==> src/rtl/nsm_pkg.sv <==
package nsm_pkg;

  // Defaults for the top-level parameters.
  localparam int PIXEL_BITS_DEF = 16;
  localparam int MAX_COLS_DEF   = 64;

  // Configuration register layout.
  localparam int ROWS_BITS     = 11;
  localparam int COLS_BITS     = 7;
  localparam int CFG_IDX_BITS  = 1;
  localparam int CFG_DATA_BITS = 11;
  localparam logic [CFG_IDX_BITS-1:0] CFG_ROWS = 1'd0;
  localparam logic [CFG_IDX_BITS-1:0] CFG_COLS = 1'd1;

  // Frame height limit and the row counter that covers it.
  localparam int ROW_LIMIT    = 1024;
  localparam int ROW_CNT_BITS = 10;

  // Result queue.
  localparam int RES_DEPTH    = 8;
  localparam int RES_PTR_BITS = $clog2(RES_DEPTH);

  // Position of an accepted pixel inside the frame.
  typedef struct packed {
    logic c_ge1;       // a column exists to the left
    logic c_ge2;       // two columns exist to the left
    logic last_col;    // rightmost column of the row
    logic has_above1;  // one row above exists
    logic has_above2;  // two rows above exist
    logic last_row;    // bottom row of the frame
    logic last_pix;    // final pixel of the frame
  } pos_flags_t;

endpackage

==> src/rtl/nsm_if.sv <==
interface nsm_pix_if #(
  parameter int PIXEL_BITS = nsm_pkg::PIXEL_BITS_DEF
);
  logic                         valid;
  logic                         ready;
  logic signed [PIXEL_BITS-1:0] pixel;

  modport source (output valid, output pixel, input ready);
  modport sink   (input valid, input pixel, output ready);
endinterface

interface nsm_res_if #(
  parameter int PIXEL_BITS = nsm_pkg::PIXEL_BITS_DEF
);
  logic                         valid;
  logic                         ready;
  logic signed [PIXEL_BITS+3:0] max_sum;
  logic signed [PIXEL_BITS-1:0] center_value;

  modport source (output valid, output max_sum, output center_value, input ready);
  modport sink   (input valid, input max_sum, input center_value, output ready);
endinterface

interface nsm_cfg_if;
  logic                               valid;
  logic                               ready;
  logic [nsm_pkg::CFG_IDX_BITS-1:0]  index;
  logic [nsm_pkg::CFG_DATA_BITS-1:0] data;

  modport source (output valid, output index, output data, input ready);
  modport sink   (input valid, input index, input data, output ready);
endinterface

==> src/rtl/neighborhood_sum_max_core.sv <==
// Largest 3x3 neighborhood sum of a frame of signed pixels. Pixels arrive in
// raster order, one word per clock, and the block takes a new word in every
// cycle; the only thing that pulls pixels.ready low is eight result words
// the sink has not yet taken, counting those still in the pipeline as well as
// those in the queue. For every position the block adds the in-frame part of
// its 3x3 neighborhood and keeps the largest sum together with the pixel at
// its centre, the earliest centre in raster order winning a tie. One result
// word (max_sum, center_value) follows on results for each frame.
// The two previous rows live in a chain of column cells that shifts once per
// accepted pixel, and the window and compare pipeline after it also advances
// one column per accepted pixel, which is what sets the rate of one pixel per
// clock. Writing rows or cols restarts the frame; write them only while the
// block is idle. A zero value counts as one, rows above 1024 count as 1024
// and cols above MAX_COLS count as MAX_COLS.
module neighborhood_sum_max_core #(
  parameter int PIXEL_BITS = nsm_pkg::PIXEL_BITS_DEF,
  parameter int MAX_COLS   = nsm_pkg::MAX_COLS_DEF
) (
  input  logic       clk,
  input  logic       rst,
  nsm_pix_if.sink    pixels,
  nsm_res_if.source  results,
  nsm_cfg_if.sink    cfg
);

  localparam int CW = $clog2(MAX_COLS);
  localparam int RW = nsm_pkg::ROW_CNT_BITS;
  localparam int OW = nsm_pkg::RES_PTR_BITS + 1;

  // Handshakes. Configuration is always taken.
  logic pix_acc, res_acc, cfg_acc;

  assign cfg.ready = 1'b1;
  assign cfg_acc   = cfg.valid && cfg.ready;
  assign pix_acc   = pixels.valid && pixels.ready;
  assign res_acc   = results.valid && results.ready;

  // Frame size, stored as the index of the last row and column. The limits
  // are applied when the register is written, so the counters compare
  // against them directly.
  logic [RW-1:0]                     rows_m1;
  logic [CW-1:0]                     cols_m1;
  logic [nsm_pkg::ROWS_BITS-1:0]     rows_v;
  logic [nsm_pkg::COLS_BITS-1:0]     cols_v;
  logic [RW-1:0]                     rows_m1_next;
  logic [CW-1:0]                     cols_m1_next;

  assign rows_v = cfg.data[nsm_pkg::ROWS_BITS-1:0];
  assign cols_v = cfg.data[nsm_pkg::COLS_BITS-1:0];

  always_comb begin
    if (rows_v == '0) begin
      rows_m1_next = '0;
    end else if (32'(rows_v) > nsm_pkg::ROW_LIMIT) begin
      rows_m1_next = RW'(nsm_pkg::ROW_LIMIT - 1);
    end else begin
      rows_m1_next = RW'(rows_v - nsm_pkg::ROWS_BITS'(1));
    end
    if (cols_v == '0) begin
      cols_m1_next = '0;
    end else if (32'(cols_v) > MAX_COLS) begin
      cols_m1_next = CW'(MAX_COLS - 1);
    end else begin
      cols_m1_next = CW'(cols_v - nsm_pkg::COLS_BITS'(1));
    end
  end

  always_ff @(posedge clk) begin
    if (rst) begin
      rows_m1 <= '0;
      cols_m1 <= '0;
    end else if (cfg_acc) begin
      case (cfg.index)
        nsm_pkg::CFG_ROWS: begin
          rows_m1 <= rows_m1_next;
        end
        nsm_pkg::CFG_COLS: begin
          cols_m1 <= cols_m1_next;
        end
        default: begin
        end
      endcase
    end
  end

  // Position of the next pixel. Any configuration write starts a new frame.
  logic [RW-1:0]       row_cnt;
  logic [CW-1:0]       col_cnt;
  nsm_pkg::pos_flags_t flags;

  always_comb begin
    flags.c_ge1      = (col_cnt != '0);
    flags.c_ge2      = (col_cnt != '0) && (col_cnt != CW'(1));
    flags.last_col   = (col_cnt == cols_m1);
    flags.has_above1 = (row_cnt != '0);
    flags.has_above2 = (row_cnt != '0) && (row_cnt != RW'(1));
    flags.last_row   = (row_cnt == rows_m1);
    flags.last_pix   = (col_cnt == cols_m1) && (row_cnt == rows_m1);
  end

  always_ff @(posedge clk) begin
    if (rst || cfg_acc) begin
      row_cnt <= '0;
      col_cnt <= '0;
    end else if (pix_acc) begin
      if (flags.last_col) begin
        col_cnt <= '0;
        if (flags.last_row) begin
          row_cnt <= '0;
        end else begin
          row_cnt <= row_cnt + RW'(1);
        end
      end else begin
        col_cnt <= col_cnt + CW'(1);
      end
    end
  end

  // Line stores as a chain of column cells. The cell at the last column
  // takes the incoming pixel into the newer line and the word leaving
  // cell 0 into the older line; all others take their right neighbor. After
  // one row of shifts, cell 0 holds the pixels one and two rows above the
  // column that arrives next.
  logic signed [PIXEL_BITS-1:0] cell_newer [MAX_COLS];
  logic signed [PIXEL_BITS-1:0] cell_older [MAX_COLS];

  for (genvar i = 0; i < MAX_COLS; i++) begin : g_cell
    logic signed [PIXEL_BITS-1:0] right_newer, right_older;

    if (i == MAX_COLS - 1) begin : g_end
      assign right_newer = '0;
      assign right_older = '0;
    end else begin : g_mid
      assign right_newer = cell_newer[i+1];
      assign right_older = cell_older[i+1];
    end

    nsm_cell #(
      .PIXEL_BITS (PIXEL_BITS),
      .COL_BITS   (CW),
      .INDEX      (i)
    ) u_cell (
      .clk         (clk),
      .shift       (pix_acc),
      .cols_m1     (cols_m1),
      .new_newer   (pixels.pixel),
      .new_older   (cell_newer[0]),
      .right_newer (right_newer),
      .right_older (right_older),
      .newer       (cell_newer[i]),
      .older       (cell_older[i])
    );
  end

  // Window, sums and maxima.
  logic                         push;
  logic signed [PIXEL_BITS+3:0] push_sum;
  logic signed [PIXEL_BITS-1:0] push_center;

  nsm_judge #(
    .PIXEL_BITS (PIXEL_BITS)
  ) u_judge (
    .clk         (clk),
    .rst         (rst),
    .clear       (cfg_acc),
    .acc         (pix_acc),
    .flags       (flags),
    .older       (cell_older[0]),
    .newer       (cell_newer[0]),
    .pix         (pixels.pixel),
    .push        (push),
    .push_sum    (push_sum),
    .push_center (push_center)
  );

  nsm_res_fifo #(
    .PIXEL_BITS (PIXEL_BITS)
  ) u_fifo (
    .clk         (clk),
    .rst         (rst),
    .push        (push),
    .push_sum    (push_sum),
    .push_center (push_center),
    .results     (results)
  );

  // Result words owed to the sink: those still in the pipeline plus those
  // waiting in the queue. Input stops only when the queue could overflow.
  logic [OW-1:0] owed;

  always_ff @(posedge clk) begin
    if (rst) begin
      owed <= '0;
    end else begin
      if ((pix_acc && flags.last_pix) && !res_acc) begin
        owed <= owed + OW'(1);
      end else if (res_acc && !(pix_acc && flags.last_pix)) begin
        owed <= owed - OW'(1);
      end
    end
  end

  assign pixels.ready = (owed != OW'(nsm_pkg::RES_DEPTH));

  // A word on the output must have been counted as owed.
  a_valid_owed: assert property (@(posedge clk) disable iff (rst)
    results.valid |-> (owed != '0))
    else $error("result word offered with none owed");

  // The last pixel of a frame adds one owed result word unless a word is taken at the same time.
  a_last_counts: assert property (@(posedge clk) disable iff (rst)
    (pix_acc && flags.last_pix && !res_acc) |=> (owed == $past(owed) + OW'(1)))
    else $error("last pixel did not raise the owed count");

  // The column counter stays inside the configured row width.
  a_col_range: assert property (@(posedge clk) disable iff (rst)
    col_cnt <= cols_m1)
    else $error("column counter beyond the last column");

  // With eight result words owed, no pixel may be accepted, so no word is lost.
  a_no_overrun: assert property (@(posedge clk) disable iff (rst)
    (owed == OW'(nsm_pkg::RES_DEPTH)) |-> !pix_acc)
    else $error("pixel accepted with the result queue full");

endmodule

==> src/rtl/nsm_cell.sv <==
// One column slot of the two line stores. The slot whose index equals the
// last column takes new data; every other slot takes its right neighbor.
module nsm_cell #(
  parameter int PIXEL_BITS = nsm_pkg::PIXEL_BITS_DEF,
  parameter int COL_BITS   = 6,
  parameter int INDEX      = 0
) (
  input  logic                         clk,
  input  logic                         shift,
  input  logic [COL_BITS-1:0]          cols_m1,
  input  logic signed [PIXEL_BITS-1:0] new_newer,
  input  logic signed [PIXEL_BITS-1:0] new_older,
  input  logic signed [PIXEL_BITS-1:0] right_newer,
  input  logic signed [PIXEL_BITS-1:0] right_older,
  output logic signed [PIXEL_BITS-1:0] newer,
  output logic signed [PIXEL_BITS-1:0] older
);

  logic tail;

  assign tail = (cols_m1 == COL_BITS'(INDEX));

  always_ff @(posedge clk) begin
    if (shift) begin
      newer <= tail ? new_newer : right_newer;
      older <= tail ? new_older : right_older;
    end
  end

endmodule

==> src/rtl/nsm_judge.sv <==
// Column sums, a three-column window and the running maxima. Candidates of
// the bottom row are kept apart from those of the rows above and merged at
// the end of the frame, so raster order decides ties.
module nsm_judge #(
  parameter int PIXEL_BITS = nsm_pkg::PIXEL_BITS_DEF
) (
  input  logic                         clk,
  input  logic                         rst,
  input  logic                         clear,
  input  logic                         acc,
  input  nsm_pkg::pos_flags_t          flags,
  input  logic signed [PIXEL_BITS-1:0] older,
  input  logic signed [PIXEL_BITS-1:0] newer,
  input  logic signed [PIXEL_BITS-1:0] pix,
  output logic                         push,
  output logic signed [PIXEL_BITS+3:0] push_sum,
  output logic signed [PIXEL_BITS-1:0] push_center
);

  localparam int CSW = PIXEL_BITS + 2;
  localparam int SW  = PIXEL_BITS + 4;
  localparam logic signed [SW-1:0] SUM_MIN = {1'b1, {(SW-1){1'b0}}};

  // Column sums of the accepted pixel.
  logic signed [PIXEL_BITS-1:0] a_g, n_g;
  logic signed [CSW-1:0]        col_u, col_l;

  always_comb begin
    if (flags.has_above2) begin
      a_g = older;
    end else begin
      a_g = '0;
    end
    if (flags.has_above1) begin
      n_g = newer;
    end else begin
      n_g = '0;
    end
    col_u = CSW'(a_g) + CSW'(n_g) + CSW'(pix);
    col_l = CSW'(n_g) + CSW'(pix);
  end

  // Window of the three newest columns; index 0 is the newest.
  logic signed [CSW-1:0]        w_u [3];
  logic signed [CSW-1:0]        w_l [3];
  logic signed [PIXEL_BITS-1:0] w_n [2];
  logic signed [PIXEL_BITS-1:0] w_p [2];
  nsm_pkg::pos_flags_t          w_f;
  logic                         s1_valid;

  always_ff @(posedge clk) begin
    if (acc) begin
      w_u[0] <= col_u;
      w_u[1] <= w_u[0];
      w_u[2] <= w_u[1];
      w_l[0] <= col_l;
      w_l[1] <= w_l[0];
      w_l[2] <= w_l[1];
      w_n[0] <= newer;
      w_n[1] <= w_n[0];
      w_p[0] <= pix;
      w_p[1] <= w_p[0];
      w_f    <= flags;
    end
  end

  // Stage 1: neighborhood sums of the centre left of the newest column and,
  // at the end of a row, of the newest column itself.
  logic signed [CSW-1:0] u2_g, u1_g, l2_g, l1_g;
  logic signed [SW-1:0]  ua_sum, ub_sum, la_sum, lb_sum;

  always_comb begin
    if (w_f.c_ge2) begin
      u2_g = w_u[2];
      l2_g = w_l[2];
    end else begin
      u2_g = '0;
      l2_g = '0;
    end
    if (w_f.c_ge1) begin
      u1_g = w_u[1];
      l1_g = w_l[1];
    end else begin
      u1_g = '0;
      l1_g = '0;
    end
    ua_sum = SW'(u2_g) + SW'(w_u[1]) + SW'(w_u[0]);
    ub_sum = SW'(u1_g) + SW'(w_u[0]);
    la_sum = SW'(l2_g) + SW'(w_l[1]) + SW'(w_l[0]);
    lb_sum = SW'(l1_g) + SW'(w_l[0]);
  end

  logic                         s2_valid, s2_last;
  logic                         s2_ua_ok, s2_ub_ok, s2_la_ok, s2_lb_ok;
  logic signed [SW-1:0]         s2_ua_sum, s2_ub_sum, s2_la_sum, s2_lb_sum;
  logic signed [PIXEL_BITS-1:0] s2_ua_ctr, s2_ub_ctr, s2_la_ctr, s2_lb_ctr;

  always_ff @(posedge clk) begin
    if (rst) begin
      s1_valid <= 1'b0;
      s2_valid <= 1'b0;
    end else begin
      s1_valid <= acc;
      s2_valid <= s1_valid;
    end
  end

  always_ff @(posedge clk) begin
    s2_last   <= w_f.last_pix;
    s2_ua_ok  <= w_f.has_above1 && w_f.c_ge1;
    s2_ub_ok  <= w_f.has_above1 && w_f.last_col;
    s2_la_ok  <= w_f.last_row && w_f.c_ge1;
    s2_lb_ok  <= w_f.last_row && w_f.last_col;
    s2_ua_sum <= ua_sum;
    s2_ub_sum <= ub_sum;
    s2_la_sum <= la_sum;
    s2_lb_sum <= lb_sum;
    s2_ua_ctr <= w_n[1];
    s2_ub_ctr <= w_n[0];
    s2_la_ctr <= w_p[1];
    s2_lb_ctr <= w_p[0];
  end

  // Stage 2: the earlier of the two candidates wins unless the later one
  // is strictly larger.
  logic                         u_pick_b, l_pick_b;
  logic                         s3_valid, s3_last, s3_u_ok, s3_l_ok;
  logic signed [SW-1:0]         s3_u_sum, s3_l_sum;
  logic signed [PIXEL_BITS-1:0] s3_u_ctr, s3_l_ctr;

  assign u_pick_b = s2_ub_ok && (!s2_ua_ok || (s2_ub_sum > s2_ua_sum));
  assign l_pick_b = s2_lb_ok && (!s2_la_ok || (s2_lb_sum > s2_la_sum));

  always_ff @(posedge clk) begin
    if (rst) begin
      s3_valid <= 1'b0;
    end else begin
      s3_valid <= s2_valid;
    end
  end

  always_ff @(posedge clk) begin
    s3_last  <= s2_last;
    s3_u_ok  <= s2_ua_ok || s2_ub_ok;
    s3_l_ok  <= s2_la_ok || s2_lb_ok;
    s3_u_sum <= u_pick_b ? s2_ub_sum : s2_ua_sum;
    s3_u_ctr <= u_pick_b ? s2_ub_ctr : s2_ua_ctr;
    s3_l_sum <= l_pick_b ? s2_lb_sum : s2_la_sum;
    s3_l_ctr <= l_pick_b ? s2_lb_ctr : s2_la_ctr;
  end

  // Stage 3: running maxima of the two tracks.
  logic signed [SW-1:0]         best_u_sum, best_l_sum;
  logic signed [PIXEL_BITS-1:0] best_u_ctr, best_l_ctr;
  logic                         u_take, l_take;
  logic signed [SW-1:0]         nu_sum, nl_sum;
  logic signed [PIXEL_BITS-1:0] nu_ctr, nl_ctr;
  logic                         fin_valid;
  logic signed [SW-1:0]         fin_u_sum, fin_l_sum;
  logic signed [PIXEL_BITS-1:0] fin_u_ctr, fin_l_ctr;

  assign u_take = s3_u_ok && (s3_u_sum > best_u_sum);
  assign l_take = s3_l_ok && (s3_l_sum > best_l_sum);
  assign nu_sum = u_take ? s3_u_sum : best_u_sum;
  assign nu_ctr = u_take ? s3_u_ctr : best_u_ctr;
  assign nl_sum = l_take ? s3_l_sum : best_l_sum;
  assign nl_ctr = l_take ? s3_l_ctr : best_l_ctr;

  always_ff @(posedge clk) begin
    if (rst || clear) begin
      best_u_sum <= SUM_MIN;
      best_l_sum <= SUM_MIN;
      fin_valid  <= 1'b0;
    end else begin
      fin_valid <= s3_valid && s3_last;
      if (s3_valid) begin
        if (s3_last) begin
          best_u_sum <= SUM_MIN;
          best_l_sum <= SUM_MIN;
        end else begin
          best_u_sum <= nu_sum;
          best_l_sum <= nl_sum;
        end
      end
    end
  end

  always_ff @(posedge clk) begin
    if (s3_valid) begin
      best_u_ctr <= nu_ctr;
      best_l_ctr <= nl_ctr;
      fin_u_sum  <= nu_sum;
      fin_u_ctr  <= nu_ctr;
      fin_l_sum  <= nl_sum;
      fin_l_ctr  <= nl_ctr;
    end
  end

  // Stage 4: the bottom row comes last in raster order, so it only wins
  // when strictly larger.
  assign push        = fin_valid;
  assign push_sum    = (fin_l_sum > fin_u_sum) ? fin_l_sum : fin_u_sum;
  assign push_center = (fin_l_sum > fin_u_sum) ? fin_l_ctr : fin_u_ctr;

endmodule

==> src/rtl/nsm_res_fifo.sv <==
// Small queue of finished result words in front of the output channel.
module nsm_res_fifo #(
  parameter int PIXEL_BITS = nsm_pkg::PIXEL_BITS_DEF
) (
  input  logic                         clk,
  input  logic                         rst,
  input  logic                         push,
  input  logic signed [PIXEL_BITS+3:0] push_sum,
  input  logic signed [PIXEL_BITS-1:0] push_center,
  nsm_res_if.source                    results
);

  localparam int PB = nsm_pkg::RES_PTR_BITS;

  logic signed [PIXEL_BITS+3:0] mem_sum [nsm_pkg::RES_DEPTH];
  logic signed [PIXEL_BITS-1:0] mem_ctr [nsm_pkg::RES_DEPTH];
  logic [PB-1:0]                wr_ptr, rd_ptr;
  logic [PB:0]                  count;
  logic                         pop;

  assign pop                  = results.valid && results.ready;
  assign results.valid        = (count != '0);
  assign results.max_sum      = mem_sum[rd_ptr];
  assign results.center_value = mem_ctr[rd_ptr];

  always_ff @(posedge clk) begin
    if (push) begin
      mem_sum[wr_ptr] <= push_sum;
      mem_ctr[wr_ptr] <= push_center;
    end
  end

  always_ff @(posedge clk) begin
    if (rst) begin
      wr_ptr <= '0;
      rd_ptr <= '0;
      count  <= '0;
    end else begin
      if (push) begin
        wr_ptr <= wr_ptr + PB'(1);
      end
      if (pop) begin
        rd_ptr <= rd_ptr + PB'(1);
      end
      if (push && !pop) begin
        count <= count + (PB+1)'(1);
      end else if (pop && !push) begin
        count <= count - (PB+1)'(1);
      end
    end
  end

endmodule
==> src/flat_wrapper.sv <==
// flat-port wrapper written by rule: the top's interface ports become plain ports
module neighborhood_sum_max_core_flat 
#(
  parameter int PIXEL_BITS = nsm_pkg::PIXEL_BITS_DEF,
  parameter int MAX_COLS   = nsm_pkg::MAX_COLS_DEF
)
  (clk, rst, pixels_valid, pixels_pixel, pixels_ready, results_valid, results_max_sum, results_center_value, results_ready, cfg_valid, cfg_index, cfg_data, cfg_ready);
  nsm_pix_if #(.PIXEL_BITS(PIXEL_BITS)) pixels_i ();
  nsm_res_if #(.PIXEL_BITS(PIXEL_BITS)) results_i ();
  nsm_cfg_if cfg_i ();
  input  logic clk;
  input  logic rst;
  input wire logic [$bits(pixels_i.valid)-1:0] pixels_valid;
  input wire logic [$bits(pixels_i.pixel)-1:0] pixels_pixel;
  output wire logic [$bits(pixels_i.ready)-1:0] pixels_ready;
  output wire logic [$bits(results_i.valid)-1:0] results_valid;
  output wire logic [$bits(results_i.max_sum)-1:0] results_max_sum;
  output wire logic [$bits(results_i.center_value)-1:0] results_center_value;
  input wire logic [$bits(results_i.ready)-1:0] results_ready;
  input wire logic [$bits(cfg_i.valid)-1:0] cfg_valid;
  input wire logic [$bits(cfg_i.index)-1:0] cfg_index;
  input wire logic [$bits(cfg_i.data)-1:0] cfg_data;
  output wire logic [$bits(cfg_i.ready)-1:0] cfg_ready;
  assign pixels_i.valid = pixels_valid;
  assign pixels_i.pixel = pixels_pixel;
  assign pixels_ready = pixels_i.ready;
  assign results_valid = results_i.valid;
  assign results_max_sum = results_i.max_sum;
  assign results_center_value = results_i.center_value;
  assign results_i.ready = results_ready;
  assign cfg_i.valid = cfg_valid;
  assign cfg_i.index = cfg_index;
  assign cfg_i.data = cfg_data;
  assign cfg_ready = cfg_i.ready;
  neighborhood_sum_max_core #(.PIXEL_BITS(PIXEL_BITS), .MAX_COLS(MAX_COLS)) u_core (.clk(clk), .rst(rst), .pixels(pixels_i), .results(results_i), .cfg(cfg_i));
endmodule
==> config.mk <==
export PLATFORM = sky130hd
export DESIGN_NAME = neighborhood_sum_max_core_flat
export DESIGN_NICKNAME = d
export VERILOG_FILES = /design/src/rtl/nsm_pkg.sv /design/src/rtl/nsm_if.sv /design/src/rtl/neighborhood_sum_max_core.sv /design/src/rtl/nsm_cell.sv /design/src/rtl/nsm_judge.sv /design/src/rtl/nsm_res_fifo.sv /design/src/flat_wrapper.sv
export SDC_FILE = /design/constraint.sdc
export NUM_CORES = 2
export LEC_CHECK = 0
export BUFFER_PORTS_ARGS = -buffer_cell sky130_fd_sc_hd__buf_2
export CORE_MARGIN = 10
export CORE_UTILIZATION = 35
export CTS_CLUSTER_DIAMETER = 50
export DETAILED_ROUTE_END_ITERATION = 12
export PLACE_DENSITY_LB_ADDON = 0.05
export RECOVER_POWER = 25
export SYNTH_ARGS = -nofsm -noshare
export SYNTH_HDL_FRONTEND = slang
export SYNTH_SLANG_ARGS = --single-unit
==> constraint.sdc <==
create_clock -name clk -period 48.7 [get_ports clk]
set_input_delay 9.74 -clock clk [delete_from_list [all_inputs] [get_ports clk]]
set_output_delay 9.74 -clock clk [all_outputs]
set_load 0.01 [all_outputs]
* Word level (Yosys, flattened, before mapping)
Memory sizes are Yosys's and may differ from the RTL's. A register that Yosys moved wholly into a read port is not among the register bits.
Cells that the tools add are included.
** Word-level totals
- Bits in registers :: 2406
- RAM bits :: 460
- Bits of input ports :: 33
- Output and inout bits :: 39
- Word-level logic and storage cells :: 475
- Memories :: 6
** Operators by class
- $add $sub $neg :: 19
- Order comparisons :: 7
- Equal/unequal tests :: 68
- Multiplexer cells :: 162
- Bitwise logic cells :: 1
- Reduce and logical (&&, ||, !) cells :: 42
** Memory list
- u_core.u_fifo.mem_sum :: words 8, width 20, rd ports 1, clocked after memory_dff 1, wr ports 1, line nsm_res_fifo.sv:15 : logic signed [PIXEL_BITS+3:0] mem_sum [nsm_pkg::RES_DEPTH];
- u_core.u_fifo.mem_ctr :: words 8, width 16, rd ports 1, clocked after memory_dff 1, wr ports 1, line nsm_res_fifo.sv:16 : logic signed [PIXEL_BITS-1:0] mem_ctr [nsm_pkg::RES_DEPTH];
- u_core.u_judge.w_l :: words 3, width 18, rd ports 3, clocked after memory_dff 0, wr ports 3, line nsm_judge.sv:45 : logic signed [CSW-1:0] w_l [3];
- u_core.u_judge.w_u :: words 3, width 18, rd ports 3, clocked after memory_dff 0, wr ports 3, line nsm_judge.sv:44 : logic signed [CSW-1:0] w_u [3];
- u_core.u_judge.w_n :: words 2, width 16, rd ports 2, clocked after memory_dff 1, wr ports 2, line nsm_judge.sv:46 : logic signed [PIXEL_BITS-1:0] w_n [2];
- u_core.u_judge.w_p :: words 2, width 16, rd ports 2, clocked after memory_dff 1, wr ports 2, line nsm_judge.sv:47 : logic signed [PIXEL_BITS-1:0] w_p [2];
** Operators with widths (number)
- $mux W16 :: 133
- $eq A6 B6 Y1 const B :: 32
- $mux W20 :: 7
- $eq A6 B5 Y1 const B :: 16
- $add A18 B18 Y19 :: 4
- $mux W18 :: 4
- $gt A20 B20 Y1 :: 3
- $eq A6 B4 Y1 const B :: 8
- $add A19 B18 Y20 :: 2
- $gt A19 B20 Y1 :: 2
- $add A16 B16 Y17 :: 2
- $mux W10 :: 3
- $eq A6 B3 Y1 const B :: 4
- $logic_and A1 B1 Y1 :: 19
- $add A17 B16 Y18 :: 1
- $mux W6 :: 3
- $mux W4 :: 4
- $eq A6 B2 Y1 const B :: 2
- $mux W3 :: 4
- $gt A11 B11 Y1 const B :: 1
- $logic_not A11 Y1 :: 1
- $add A10 B1 Y10 const B :: 1
- $eq A10 B10 Y1 :: 1
- $ne A10 B1 Y1 const B :: 1
- other kinds (22) :: 41

* Logic depth before layout (Yosys ltp)
- Depth in word-level cells :: 7
- Gate-level depth with buffers :: 17
- Gate-level depth less buffers :: 16

* Modules after synthesis
A second synthesis with hierarchy kept.
** Second synthesis, totals
- Cells, all modules :: 7214
- Area, all modules :: 133516.8 µm²
** Modules (own cells, without submodules)
- nsm_judge :: instances 1, cells an instance 2032, area an instance 24433.4 µm², seq. area each 12742.2 µm²
- nsm_cell (u_core.g_cell[10].u_cell ...) :: instances 12, cells an instance 69, area an instance 1511.4 µm², seq. area each 960.9 µm²
- nsm_cell (u_core.g_cell[21].u_cell ...) :: instances 8, cells an instance 69, area an instance 1500.2 µm², seq. area each 960.9 µm²
- nsm_cell (u_core.g_cell[23].u_cell ...) :: instances 8, cells an instance 69, area an instance 1495.2 µm², seq. area each 960.9 µm²
- nsm_res_fifo :: instances 1, cells an instance 485, area an instance 11693.7 µm², seq. area each 8908.5 µm²
- nsm_cell (u_core.g_cell[11].u_cell ...) :: instances 6, cells an instance 69, area an instance 1395.1 µm², seq. area each 960.9 µm²
- nsm_cell (u_core.g_cell[53].u_cell ...) :: instances 4, cells an instance 70, area an instance 1521.5 µm², seq. area each 960.9 µm²
- nsm_cell (u_core.g_cell[19].u_cell ...) :: instances 4, cells an instance 70, area an instance 1520.2 µm², seq. area each 960.9 µm²
- nsm_cell (u_core.g_cell[31].u_cell ...) :: instances 4, cells an instance 69, area an instance 1492.7 µm², seq. area each 960.9 µm²
- nsm_cell (u_core.g_cell[16].u_cell ...) :: instances 4, cells an instance 69, area an instance 1491.4 µm², seq. area each 960.9 µm²
- nsm_cell (u_core.g_cell[61].u_cell ...) :: instances 2, cells an instance 70, area an instance 1541.5 µm², seq. area each 960.9 µm²
- nsm_cell (u_core.g_cell[28].u_cell ...) :: instances 2, cells an instance 69, area an instance 1508.9 µm², seq. area each 960.9 µm²
- nsm_cell (u_core.g_cell[1].u_cell ...) :: instances 2, cells an instance 70, area an instance 1492.7 µm², seq. area each 960.9 µm²
- nsm_cell (u_core.g_cell[15].u_cell ...) :: instances 2, cells an instance 69, area an instance 1377.6 µm², seq. area each 960.9 µm²
- 7 more rows

* Least setup slack after synthesis
Ideal clock, no wire load.
- Path kind :: input-to-reg
- From :: input pixels_valid
- To :: register u_core.owed[3]
- Library setup time :: 0.070 ns
- Data arrival time :: 37.233 ns
- Data required time :: 48.630 ns
- Setup slack :: 11.397 ns
- Cell stages on the path :: 11
- Path buffers :: 0
- Cell sequence :: nand2_1 inv_2 and3_1 ha_1 inv_1 ha_1 a21o_1 a21oi_1 xnor2_1 or3_1 a21oi_1
** Between the ends
- Word-level cells in the longest chain between the ends :: 5
- Elaborated cells between the ends (all ways) :: 7
- Those cells by class :: 1 x mux; 6 x reduce/logical
** RTL lines
- from (decl) :: line flat_wrapper.sv:13 : input wire logic [$bits(pixels_i.valid)-1:0] pixels_valid;
- $logic_and A1 B1 Y1 (*) :: line neighborhood_sum_max_core.sv:35 : assign pix_acc = pixels.valid && pixels.ready;
- named net u_core.g_cell[0].u_cell.shift :: line nsm_cell.sv:9 : input logic shift,
- $logic_and A1 B1 Y1 (*) :: line neighborhood_sum_max_core.sv:195, neighborhood_sum_max_core.sv:197
- $logic_not A1 Y1 :: line neighborhood_sum_max_core.sv:197 : end else if (res_acc && !(pix_acc && flags.last_pix)) begin
- $logic_and A1 B1 Y1 :: line neighborhood_sum_max_core.sv:197
- $reduce_bool A2 Y1 (no source line)
- to (signal assigned) :: line neighborhood_sum_max_core.sv:196 : owed <= owed + OW'(1);
- to (signal assigned) :: line neighborhood_sum_max_core.sv:198 : owed <= owed - OW'(1);
- to (decl) :: line neighborhood_sum_max_core.sv:189 : logic [OW-1:0] owed;
The timed path passes the listed nets; every way through them passes the cells marked *.
A chain may end at the register's enable or synchronous reset.

* Final worst setup path
- From :: input pixels_valid
- To :: register u_core.g_cell[43].u_cell.newer[5] (enable)
** Between the ends
- Word-level cells in the longest chain between the ends :: 1
** RTL lines
- $logic_and A1 B1 Y1 :: line neighborhood_sum_max_core.sv:35
- named net u_core.g_cell[0].u_cell.shift :: line nsm_cell.sv:9
- to (signal assigned) :: line nsm_cell.sv:25 : newer <= tail ? new_newer : right_newer;
- to (decl) :: line nsm_cell.sv:15 : output logic signed [PIXEL_BITS-1:0] newer,
The timed path passes the listed nets, and every way through them passes these cells.

==> flow_metrics.py <==
metrics = {
    "worst_setup_path": {
        "critPathLaunch": "pixels_valid",
        "cp-endpoint": "u_core.g_cell[43].u_cell.newer[5]",
        "rr_startpoint": "u_core.owed[0]",
        "required_ns": 49.22,
        "critPathBufInv": 7,
        "slowest_delay_ns": 0.90,
        "reg2reg_slack_ns": 42.48,
        "path_cells": "buf_2 -> nand2_1 -> inv_8 -> buf_4 -> buf_4 -> buf_12 -> buf_4 -> buf_4",
        "path_depth": 8,
        "crit_slowest_cell": "buf_4",
        "critPathCaptureType": "flip-flop",
        "critPathTopFamily": "buffers and inverters",
        "r2r_cells": 8,
        "worstSetupPathType": "input pin to flip-flop",
        "crit_top_cell": "buf_4",
        "cp.arrival_ns": 14.96,
        "cp_max_fo": 157,
        "worst_r2r_endpoint": "u_core.g_cell[43].u_cell.newer[5]",
        "critPathLaunchType": "input pin",
    },
    "clocking": {
        "cts_max_level": 5,
        "path_clk_slew_ns": 0.06,
        "clock-sinks": 2898,
        "cts.hold.buffers_added": 0,
        "numCtsBuffers": 411,
        "cts_tree": "done",
        "cts_buffer_depth": 4,
        "insertion_delay_ns": 0.95,
        "cts_setup_buffers": 0,
        "cts_resized": 0,
        "root_buffer": "clkbuf_16",
    },
    "pwr": {
        "power_density_nw_per_um2": 54.3,
        "clkPwrFrac_pct": 38.9,
        "seqPwrFrac_pct": 45.6,
        "p_int_mw": 5.72,
        "vdd_drop_max_uv": 31.8,
        "swShare_pct": 26.3,
        "cellLeakagePower_nw": 50.1,
        "combPwrFrac_pct": 15.6,
        "power_switching_mw": 2.05,
    },
    "final_layout": {
        "mostFrequentLayoutCell": "edfxtp_1",
        "fin_util_pct": 40.7,
        "design_area_um2": 143000,
        "drive_above_1_share_pct": 36.9,
        "num-fill-cells": 31900,
        "final_cell_mix": "edfxtp_1 (2,583), mux2_2 (1,962), clkbuf_16 (421)",
        "nets": 7927,
        "area_delta_synth_final_pct": 15.8,
    },
    "placed_design": {
        "numPortBuffers": 70,
        "gp_congestion": 0.769,
        "place_ws_ns": 33.23,
        "hpwlAfterDp_mm": 178,
        "place_area_um2": 130000,
    },
    "flow_run": {
        "drv_cap": 82,
    },
    "yosys": {
        "muxShareOfSynthArea_pct": 20.0,
        "synth_area_um2": 124000,
        "async_flop_share_pct": 0,
        "syn_avg_cell_area_um2": 16.6,
        "synth_seq_cells": 2898,
        "synthSimpleGateAreaFrac_pct": 3.01,
        "synth_compound_area_share_pct": 3.01,
        "yosys-top-cells-area": "edfxtp_1 (63%), mux2_2 (18%), dfxtp_1 (5.1%)",
        "yosys_warnings": 0,
        "synth_edf_count": 2583,
        "netlist_instances": 7471,
        "synth_xor_area_share_pct": 0.857,
        "synthFlopType": "edfxtp_1",
        "synthAdderAreaFrac_pct": 3.16,
        "yosysTopAreaCellShare_pct": 62.7,
        "synth_top_area_cell": "edfxtp_1",
        "synth_top_family_by_area": "multiplexers",
        "yosysUniqueCellTypes": 74,
        "seq_area_frac_synth_pct": 67.8,
        "syn_nets": 7781,
    },
    "sta": {
        "layout_min_cycle_time_ns": 14.43,
        "setup_viol": 0,
        "fin_ws_ns": 34.27,
        "period_share_pct": 29.6,
        "worstMarginPinSlew_ns": 3.79,
        "slew_headroom_pct": -153,
        "grt_setup_unrepaired": "no",
        "fmaxAchievable_mhz": 69.3,
        "fin_skew_ns": 0.0392,
        "hold_viol": 0,
        "finalSetupTns_ns": 0,
        "drv_slew": 2908,
    },
    "floorplanning": {
        "start_util_pct": 35.1,
        "io_pins": 72,
        "placementRows": 218,
        "coreArea_um2": 352000,
        "dieArea_um2": 377000,
        "fp.dieW_um": 614,
        "die_h_um": 614,
    },
    "drt": {
        "drt-total-wl_mm": 312,
        "drt_iter0_drc": 4995,
        "drtAntennaViolNets": 0,
        "routed_via_density": 5.02,
        "drt_first_pass_iters": 7,
        "drc": 0,
        "vias": 63700,
        "avgRoutedWirePerCell_um": 24.5,
    },
    "outcome": {
        "violations": "max-capacitance violations, max-slew violations",
        "status": "finished with violations",
    },
    "global_routing": {
        "grt_pass1_vias": 67500,
        "antenna_found_initial": 35,
        "grt_start_max_net_pins": 198,
        "grt_usage_pct": 16.0,
        "grt_overflow": 0,
        "grt_pass1_wl_mm": 461,
    },
    "hold_path": {
        "hold_depth": 0,
        "hold_path.class": "flip-flop to flip-flop",
    },
}
synthesized netlist by cell type (4+ instances only):
cell,instances
o211ai_1,7
xor2_1,35
mux4_2,72
a21oi_1,135
nor4_1,7
o21a_1,26
o21bai_1,11
nand2b_1,23
buf_1,22
mux2i_1,5
mux2_4,30
a211oi_1,24
xnor2_1,86
and3_1,17
nor2_1,161
ha_1,218
or3_1,13
clkbuf_1,459
a31oi_1,6
dfxtp_1,315
o22ai_1,76
nor3_1,50
a21o_1,47
edfxtp_1,2583
o21ai_0,200
nor2b_1,24
buf_2,17
fa_1,59
nand2_1,249
a22o_1,38
nand4_1,31
and2_1,140
or2_2,11
mux2_1,7
or4_1,4
nand3_1,27
mux2_2,2003
inv_1,175
flip-flops by register name (all words and copies together) (netlist names), 32 cells and up, named ones only:
| name | flops |
|---|---|
| u_core.g_cell.u_cell.newer | 1024 |
| u_core.u_judge.w_p | 32 |
| u_core.u_judge.w_l | 51 |
| u_core.u_judge.w_n | 32 |
| u_core.g_cell.u_cell.older | 1024 |
| u_core.u_fifo.mem_sum | 160 |
| u_core.u_judge.w_u | 54 |
| u_core.u_fifo.mem_ctr | 128 |
worst register-to-register path, cell delays in order, from the launching register on:
cell     delay, ns
dfxtp_1       0.41
or4b_1        0.22
nand2_1       0.24
inv_8         0.53
buf_4         0.90
buf_4         0.88
buf_12        0.70
buf_4         0.95
buf_4         0.92
per-layer routing:
layer | up-vias | GRT usage (%) | wire, um
li1 | 28900 | - | -
met1 | 33000 | 22.6 | 145000
met2 | 1240 | 25.6 | 144000
met3 | 524 | 2.36 | 13700
met4 | 0 | 4.56 | 8580
met5 | - | 0 | 0
logic make-up after synthesis:
kind of cell,count (synthesis)
flip-flops,2898
multiplexers,2117
AND/OR/NAND/NOR,769
buffers and inverters,681
AO/OA/AOI/OAI,607
adder cells (fa/ha/maj),277
XOR/XNOR,121
other,1
power groups by stage:
stage,combinational (mW),sequential [mW],clock [mW]
detailed placement,1.24,3.59,0
CTS,1.25,3.55,3.10
global route,1.35,3.59,3.21
finish,1.21,3.54,3.02
floorplan,0.880,3.89,0
global placement,1.23,3.59,0
worst min-delay path by stage:
stage | from | end
finish | u_core.u_judge.w_n[1][8] | u_core.u_judge.s2_ua_ctr[8]
CTS | u_core.u_judge.s2_last | u_core.u_judge.s3_last
floorplan | u_core.u_judge.s2_last | u_core.u_judge.s3_last
global placement | u_core.u_judge.s2_last | u_core.u_judge.s3_last
global route | u_core.u_judge.w_n[1][8] | u_core.u_judge.s2_ua_ctr[8]
detailed placement | u_core.u_judge.s2_last | u_core.u_judge.s3_last
layout make-up:
cell class              instances  area, um2  area share [%]
flip-flops and latches       2898      83900            58.6
multi-input cells            3892      37400            26.1
clock buffers                 484      10900            7.60
well taps                    4730       5920            4.13
clock inverters               279       3050            2.13
repair buffers                235       1330           0.932
inverters                     179        679           0.475
diodes                          7       17.5          0.0122
metrics by stage:
| step | hold slack [ns] | cells | power, mW |
|---|---|---|---|
| 2_1_floorplan | 0.310 | 7471 | 4.77 |
| 3_3_place_gp | 0.318 | 11900 | 4.82 |
| 3_5_place_dp | 0.322 | 11900 | 4.83 |
| 6_report | 0.337 | 12700 | 7.77 |
| 5_1_grt | 0.344 | 12700 | 8.15 |
| 4_1_cts | 0.334 | 12700 | 7.90 |
(Power assumes the default switching activity.)
